<file path="config.mk">
export PLATFORM = sky130hd
export DESIGN_NAME = pps_edge_window_scheduler
export DESIGN_NICKNAME = d
export VERILOG_FILES = /design/src/hw/rtl/pews_pkg.sv /design/src/hw/rtl/pps_edge_window_scheduler.sv
export SDC_FILE = /design/constraint.sdc
export NUM_CORES = 2
export LEC_CHECK = 0
export BUFFER_PORTS_ARGS = -buffer_cell sky130_fd_sc_hd__buf_2
export CAP_MARGIN = 20
export CORE_ASPECT_RATIO = 1.4
export CORE_MARGIN = 3
export CORE_UTILIZATION = 50
export CTS_CLUSTER_DIAMETER = 50
export CTS_CLUSTER_SIZE = 16
export DETAILED_ROUTE_END_ITERATION = 7
export PLACE_DENSITY = 0.69
export REMOVE_ABC_BUFFERS = 1
export SYNTH_ARGS = -nofsm -noshare
export SYNTH_HDL_FRONTEND = slang
export SYNTH_SLANG_ARGS = --single-unit
</file>
<file path="constraint.sdc">
create_clock -name clk -period 11.77 [get_ports clk]
set_input_delay 1.177 -clock clk [delete_from_list [all_inputs] [get_ports clk]]
set_output_delay 1.177 -clock clk [all_outputs]
set_load 0.01 [all_outputs]
</file>
<file path="src/hw/rtl/pews_pkg.sv">
// Package for the PPS edge-window scheduler: field widths, register map codes,
// the result beat struct and the microsecond to nanosecond scaling helper.
// No dependencies.
package pews_pkg;

    localparam int unsigned TIME_W  = 63;
    localparam int unsigned US_W    = 20;
    localparam int unsigned COUNT_W = 16;
    localparam int unsigned NS_W    = 31;
    localparam int unsigned ADDR_W  = 5;
    localparam int unsigned DATA_W  = 32;

    localparam logic [NS_W-1:0] NS_PER_US = NS_W'(1000);

    // Register indexes (word address paddr[4:2])
    typedef enum logic [2:0] {
        REG_CAPTURE_LEVEL = 3'd0,
        REG_POLL_PERIOD   = 3'd1,
        REG_GUARD_TIME    = 3'd2,
        REG_READ_LIMIT    = 3'd3,
        REG_PULSE_INTERVL = 3'd4
    } reg_index_t;

    localparam logic              RST_CAPTURE_LEVEL = 1'b1;
    localparam logic [US_W-1:0]    RST_POLL_PERIOD   = US_W'(100);
    localparam logic [US_W-1:0]    RST_GUARD_TIME    = US_W'(15);
    localparam logic [COUNT_W-1:0] RST_READ_LIMIT    = COUNT_W'(2000);
    localparam logic [US_W-1:0]    RST_PULSE_INTERVL = US_W'(1000000);

    typedef struct packed {
        logic [TIME_W-1:0] next_delay_ns;
        logic              wait_mode;
        logic              pulse_valid;
        logic [TIME_W-1:0] pulse_stamp_ns;
        logic              pulse_kind;
        logic              pulse_missed;
    } result_t;

    // (a - b) * 1000, zero when a <= b; a and b stay below 2^21
    function automatic logic [NS_W-1:0] us_diff_to_ns(input logic [US_W:0] a,
                                                      input logic [US_W:0] b);
        logic [NS_W-1:0] diff;
        begin
            diff = NS_W'(a - b);
            if (a <= b)
            begin
                us_diff_to_ns = '0;
            end
            else
            begin
                us_diff_to_ns = NS_W'(diff * NS_PER_US);
            end
        end
    endfunction

endpackage

</file>
<file path="src/hw/rtl/pps_edge_window_scheduler.sv">
// Top level of the PPS edge-window scheduler: APB register bank, input
// register, single-pass scheduling logic and result register.
// Depends on pews_pkg.
//
//  channel   | handshake               | payload
//  ----------+-------------------------+------------------------------------------
//  item      | item_valid / item_stall | pin_level, reads_done, now_ns, stamp_ns
//  result    | result_valid/result_stall| next_delay_ns, wait_mode, pulse_valid,
//            |                         | pulse_stamp_ns, pulse_kind, pulse_missed
//  config    | psel/penable/pwrite     | paddr, pwdata, prdata (pready tied high)
//
// One beat per cycle while result_stall does not hold the result register; a result
// leaves through the input register, then the result register holding the one-pass decision.
// Reset returns to polling with no previous pulse and restores register defaults.
// item_stall rises only while the input register is full and the result register
// is held by result_stall.
module pps_edge_window_scheduler
    import pews_pkg::*;
(
    input  logic                clk,
    input  logic                rst_n,
    input  logic                psel,
    input  logic                penable,
    input  logic                pwrite,
    input  logic [ADDR_W-1:0]   paddr,
    input  logic [DATA_W-1:0]   pwdata,
    output logic [DATA_W-1:0]   prdata,
    output logic                pready,
    input  logic                item_valid,
    output logic                item_stall,
    input  logic                pin_level,
    input  logic [COUNT_W-1:0]  reads_done,
    input  logic [TIME_W-1:0]   now_ns,
    input  logic [TIME_W-1:0]   stamp_ns,
    output logic                result_valid,
    input  logic                result_stall,
    output logic [TIME_W-1:0]   next_delay_ns,
    output logic                wait_mode,
    output logic                pulse_valid,
    output logic [TIME_W-1:0]   pulse_stamp_ns,
    output logic                pulse_kind,
    output logic                pulse_missed
);

    // Configuration registers
    logic               capture_level_reg;
    logic [US_W-1:0]    poll_period_reg;
    logic [US_W-1:0]    guard_time_reg;
    logic [COUNT_W-1:0] read_limit_reg;
    logic [US_W-1:0]    pulse_interval_reg;

    // Scheduler state
    logic               mode_wait_reg,   mode_wait_next;
    logic               last_pin_reg,    last_pin_next;
    logic [TIME_W-1:0]  last_time_reg,   last_time_next;
    logic               last_ok_reg,     last_ok_next;

    // Input register
    logic               s1_valid_reg;
    logic               pin_reg;
    logic [COUNT_W-1:0] reads_reg;
    logic [TIME_W-1:0]  now_reg;
    logic [TIME_W-1:0]  stamp_reg;

    // Result register
    logic               out_valid_reg;
    result_t            out_reg, out_next;

    logic               cfg_write;
    reg_index_t         cfg_index;
    logic               advance;
    logic               load;
    logic               fire;

    logic [US_W:0]      poll_ext;
    logic [US_W:0]      half_poll;
    logic [US_W:0]      interval_ext;
    logic [NS_W-1:0]    poll_ns;
    logic [NS_W-1:0]    arm_ns;
    logic [NS_W-1:0]    first_ns;
    logic [NS_W-1:0]    guard_ns;
    logic [TIME_W:0]    elapsed;
    logic [TIME_W-1:0]  period;
    logic [TIME_W-1:0]  measured_ns;
    logic               caught;

    assign pready    = 1'b1;
    assign cfg_write = psel && penable && pwrite;
    assign cfg_index = reg_index_t'(paddr[ADDR_W-1:2]);

    always_ff @(posedge clk or negedge rst_n)
    begin
        if (!rst_n)
        begin
            capture_level_reg  <= RST_CAPTURE_LEVEL;
            poll_period_reg    <= RST_POLL_PERIOD;
            guard_time_reg     <= RST_GUARD_TIME;
            read_limit_reg     <= RST_READ_LIMIT;
            pulse_interval_reg <= RST_PULSE_INTERVL;
        end
        else if (cfg_write)
        begin
            case (cfg_index)
                REG_CAPTURE_LEVEL: capture_level_reg  <= pwdata[0];
                REG_POLL_PERIOD:   poll_period_reg    <= pwdata[US_W-1:0];
                REG_GUARD_TIME:    guard_time_reg     <= pwdata[US_W-1:0];
                REG_READ_LIMIT:    read_limit_reg     <= pwdata[COUNT_W-1:0];
                REG_PULSE_INTERVL: pulse_interval_reg <= pwdata[US_W-1:0];
                default:           ;
            endcase
        end
    end

    always_comb
    begin
        case (cfg_index)
            REG_CAPTURE_LEVEL: prdata = DATA_W'(capture_level_reg);
            REG_POLL_PERIOD:   prdata = DATA_W'(poll_period_reg);
            REG_GUARD_TIME:    prdata = DATA_W'(guard_time_reg);
            REG_READ_LIMIT:    prdata = DATA_W'(read_limit_reg);
            REG_PULSE_INTERVL: prdata = DATA_W'(pulse_interval_reg);
            default:           prdata = '0;
        endcase
    end

    // Pipeline handshake: the result register moves when empty or taken
    assign advance    = !out_valid_reg || !result_stall;
    assign item_stall = s1_valid_reg && !advance;
    assign load       = item_valid && !item_stall;
    assign fire       = s1_valid_reg && advance;

    always_ff @(posedge clk or negedge rst_n)
    begin
        if (!rst_n)
        begin
            s1_valid_reg  <= 1'b0;
            out_valid_reg <= 1'b0;
        end
        else
        begin
            if (load)
            begin
                s1_valid_reg <= 1'b1;
            end
            else if (advance)
            begin
                s1_valid_reg <= 1'b0;
            end
            if (advance)
            begin
                out_valid_reg <= s1_valid_reg;
            end
        end
    end

    always_ff @(posedge clk)
    begin
        if (load)
        begin
            pin_reg   <= pin_level;
            reads_reg <= reads_done;
            now_reg   <= now_ns;
            stamp_reg <= stamp_ns;
        end
        if (fire)
        begin
            out_reg <= out_next;
        end
    end

    // Delays derived from the registers
    assign poll_ext     = (US_W+1)'(poll_period_reg);
    assign half_poll    = (US_W+1)'(poll_period_reg >> 1);
    assign interval_ext = (US_W+1)'(pulse_interval_reg);
    assign poll_ns      = us_diff_to_ns(poll_ext, '0);
    assign arm_ns       = us_diff_to_ns(interval_ext, poll_ext + half_poll);
    assign first_ns     = us_diff_to_ns(interval_ext, half_poll);
    assign guard_ns     = us_diff_to_ns((US_W+1)'(guard_time_reg), '0);

    // Measured period; a clock going backwards counts as zero
    assign elapsed = {1'b0, now_reg} - {1'b0, last_time_reg};
    assign period  = (elapsed[TIME_W] || (elapsed == '0)) ? '0 : elapsed[TIME_W-1:0];
    assign measured_ns = (period > TIME_W'(guard_ns)) ? (period - TIME_W'(guard_ns)) : '0;

    assign caught = (reads_reg != '0) && (reads_reg < read_limit_reg);

    always_comb
    begin
        mode_wait_next = mode_wait_reg;
        last_pin_next  = last_pin_reg;
        last_time_next = last_time_reg;
        last_ok_next   = last_ok_reg;

        out_next                = '0;
        out_next.next_delay_ns  = TIME_W'(poll_ns);

        if (!mode_wait_reg)
        begin
            if (pin_reg != last_pin_reg)
            begin
                // Arm the wait window on a change to the capture level
                if (pin_reg == capture_level_reg)
                begin
                    out_next.next_delay_ns = TIME_W'(arm_ns);
                    mode_wait_next         = 1'b1;
                    last_time_next         = '0;
                    last_ok_next           = 1'b0;
                end
                last_pin_next = pin_reg;
            end
        end
        else if (caught)
        begin
            if (!last_ok_reg)
            begin
                out_next.next_delay_ns = TIME_W'(first_ns);
            end
            else
            begin
                out_next.next_delay_ns = measured_ns;
            end
            last_time_next          = now_reg;
            last_ok_next            = 1'b1;
            out_next.pulse_valid    = 1'b1;
            out_next.pulse_stamp_ns = stamp_reg;
            out_next.pulse_kind     = capture_level_reg;
        end
        else
        begin
            // Drop back to polling on a missed window
            out_next.pulse_missed = 1'b1;
            mode_wait_next        = 1'b0;
        end

        out_next.wait_mode = mode_wait_next;
    end

    always_ff @(posedge clk or negedge rst_n)
    begin
        if (!rst_n)
        begin
            mode_wait_reg <= 1'b0;
            last_pin_reg  <= 1'b0;
            last_time_reg <= '0;
            last_ok_reg   <= 1'b0;
        end
        else if (fire)
        begin
            mode_wait_reg <= mode_wait_next;
            last_pin_reg  <= last_pin_next;
            last_time_reg <= last_time_next;
            last_ok_reg   <= last_ok_next;
        end
    end

    assign result_valid   = out_valid_reg;
    assign next_delay_ns  = out_reg.next_delay_ns;
    assign wait_mode      = out_reg.wait_mode;
    assign pulse_valid    = out_reg.pulse_valid;
    assign pulse_stamp_ns = out_reg.pulse_stamp_ns;
    assign pulse_kind     = out_reg.pulse_kind;
    assign pulse_missed   = out_reg.pulse_missed;

    // A caught pulse keeps the window open, a miss closes it
    a_pulse_in_wait: assert property (@(posedge clk) disable iff (!rst_n)
        (result_valid && pulse_valid) |-> (wait_mode && !pulse_missed))
        else $error("pulse reported outside the wait window");

    a_miss_to_poll: assert property (@(posedge clk) disable iff (!rst_n)
        (result_valid && pulse_missed) |-> !wait_mode)
        else $error("missed window did not return to polling");

    // The state only moves to wait through a poll step
    a_arm_from_poll: assert property (@(posedge clk) disable iff (!rst_n)
        (fire && !mode_wait_reg && !caught && mode_wait_next) |=> last_ok_reg == 1'b0)
        else $error("arming did not clear the previous pulse record");

    a_stall_full: assert property (@(posedge clk) disable iff (!rst_n)
        item_stall |-> (s1_valid_reg && out_valid_reg && result_stall))
        else $error("input stalled with room in the pipeline");

endmodule
</file>
==> reports/metrics.yaml <==
status: "finished clean"
worstPathArrival_ns: 10.60
grt_pass1_wl_um: 166000
antenna_found_initial: 11
setup_ws_ns: 1.47
routabilityCongestion: 0.931
rsz0062_at_grt: "no"
die_area_um2: 79800
dpl.hpwl_um: 87600
layout_min_cycle_time_ns: 10.30
hold_path_class: "in -> async"
grt_pass1_vias: 30573
ff2ff_path_depth: 37
yosys_warnings: 0
r2r-end: "next_delay_ns[30]"
maxCapViolCount: 0
final_common_cell: "inv_1"
setup_violations: 0
final_cell_mix: "inv_1, ha_1, buf_2"
synth_cells: 3847
maxSlewViolCount: 0
routed_via_density: 5.75
cts_tree: "yes"
clkTransAtPathRegs_ns: 0.07
cts_buffer_depth: 3
fmax_mhz: 97.1
nets: 5014
dr_total_vias: 29633
postRouteAntennaNets: 0
worstPathRequired_ns: 12.08
syn2layout_area_growth_pct: 11.0
start_util: 0.506
ys_ff_latch: 418
ys_async_sr_fraction: 0.347
cp-start-kind: "register"
post_cts_buffers: 0
cts.sinks: 418
drcViolationCount: 0
synth_area_um2: 38200
post_cts_resized: 0
r2r_setup_slack_ns: 1.47
detail_route.wl_per_cell_um: 20.8
fp.dieW_um: 240
cts-root-buf: "clkbuf_16"
die_y_um: 333
cts_buffers: 46
avgSynthCellArea_um2: 9.94
drt_pre_antenna_iters: 8
synthFlopType: "edfxtp_1"
num-fill-cells: 6737
hold_viol: 0
io_pins: 352
slew_headroom: 0.253
synth_edf_count: 273
grt_use_total: 0.268
grt_remaining_overflow: 0
hold_buffers: 0
max_slew.worst_pin.slew_ns: 1.11
drt_iter0_markers: 1586
grt_max_degree: 80
tns_ns: 0
crit_type: "reg -> reg"
port-buffer-count: 324
htree_levels: 2
routed_wl_um: 107000
ys_seq_area_frac: 0.310
core_area_um2: 75500
clkLatencyLatePin_ns: 0.62
fin_skew_ns: 0.0309
drive_gt1_frac: 0.127
critPathCaptureType: "register"
critical-path-max-stage-delay_ns: 0.71
whs_ns: 0.434
regToRegStartpoint: "poll_period_reg[2]"
synth_cell_types: 84
fp-row-count: 119
crit_slowest_cell: "dfstp_2"
worst-path-max-fanout: 10
place_ws_ns: 1.55
finalCritPeriodShare: 0.875
routing by layer:
layer | global-route usage | vias to the layer above | wire (um)
li1 | - | 14067 | -
met1 | 0.299 | 14506 | 39900
met2 | 0.498 | 784 | 56700
met3 | 0.0362 | 266 | 4800
met4 | 0.130 | 10 | 5900
met5 | 0 | - | 68
metrics by stage:
step / area, um2 / std cells / utilization
2_1_floorplan: 37700 / 3742 / -
3_3_place_gp: 40900 / 5065 / 0.541
3_5_place_dp: 40900 / 5065 / 0.541
4_1_cts: 42400 / 5151 / 0.562
5_1_grt: 42400 / 5152 / 0.562
6_report: 42400 / 5156 / 0.562
worst max-delay path by stage:
stage,startpoint,end,slack [ns],cells after the start
floorplan,last_time_reg[0],next_delay_ns[13],0.56,30
global placement,poll_period_reg[2],next_delay_ns[30],1.57,37
detailed placement,poll_period_reg[2],next_delay_ns[30],1.55,37
CTS,poll_period_reg[2],next_delay_ns[30],1.44,37
global route,poll_period_reg[2],next_delay_ns[30],0.77,37
finish,poll_period_reg[2],next_delay_ns[30],1.47,37
synthesized netlist by cell type (6+ instances only):
| cell | count | area share |
|---|---|---|
| a21o_1 | 90 | 0.018 |
| a22o_1 | 65 | 0.015 |
| nand4_1 | 46 | 0.0075 |
| a31oi_1 | 13 | 0.0021 |
| inv_1 | 468 | 0.046 |
| dfstp_2 | 21 | 0.014 |
| mux2_2 | 40 | 0.012 |
| o31ai_1 | 18 | 0.0035 |
| nand2_1 | 278 | 0.027 |
| a211oi_1 | 22 | 0.0043 |
| or3_1 | 33 | 0.0054 |
| o211ai_1 | 29 | 0.0057 |
| o221ai_1 | 17 | 0.0039 |
| o311ai_0 | 8 | 0.0018 |
| nor3_1 | 63 | 0.0082 |
| o21a_1 | 22 | 0.0043 |
| clkbuf_1 | 79 | 0.0078 |
| dfrtp_1 | 124 | 0.081 |
| o41ai_1 | 6 | 0.0014 |
| a2111oi_0 | 8 | 0.0018 |
| buf_4 | 20 | 0.0039 |
| buf_2 | 11 | 0.0014 |
| o21bai_1 | 41 | 0.0081 |
| ha_1 | 390 | 0.13 |
| a21boi_0 | 13 | 0.0026 |
| and3_1 | 20 | 0.0033 |
| nor2b_1 | 27 | 0.0044 |
| nor2_1 | 199 | 0.020 |
| a222oi_1 | 10 | 0.0026 |
| or4_1 | 10 | 0.0020 |
| a22oi_1 | 36 | 0.0071 |
| xor2_1 | 92 | 0.021 |
| and2_1 | 93 | 0.015 |
| a21oi_1 | 241 | 0.032 |
| o21ai_0 | 236 | 0.031 |
| nand2b_1 | 39 | 0.0064 |
| nor4_1 | 15 | 0.0025 |
| xnor2_1 | 157 | 0.036 |
| nand3_1 | 58 | 0.0076 |
| edfxtp_1 | 273 | 0.21 |
| or2_2 | 15 | 0.0025 |
| fa_1 | 292 | 0.15 |
| a211o_1 | 9 | 0.0021 |
worst max-delay path, delay by kind of cell, from the launching register on:
kind,cells,cell delay (ns)
DFF,1,0.71
adders and majority gates,6,2.65
AOI/OAI and AO/OA,19,4.15
and+or+nand+nor,4,0.66
xor gates and xnor gates,5,1.47
buffers and inverters,3,0.34
kinds of logic after synthesis:
family                   synth area share
AO/OA/AOI/OAI                       0.162
AND/OR/NAND/NOR                     0.117
adder cells (fa/ha/maj)             0.281
buffers and inverters              0.0603
flip-flops                          0.310
XOR/XNOR                           0.0571
multiplexers                       0.0132
other                            0.000196
layout make-up:
class | count | area (um2) | share of cell area
Antenna cell | 5 | 12.5 | 0.000295
Clock buffer | 60 | 1220 | 0.0289
Clock inverter | 26 | 337 | 0.00793
Inverter | 470 | 1770 | 0.0417
Multi-Input combinational cell | 2854 | 24200 | 0.570
Sequential cell | 418 | 11900 | 0.279
Tap cell | 968 | 1210 | 0.0285
Timing Repair Buffer | 355 | 1860 | 0.0438
Power is left out: the tool's default activity adds up to more than one toggle a clock period on the data nets, which glitch-free logic cannot reach.
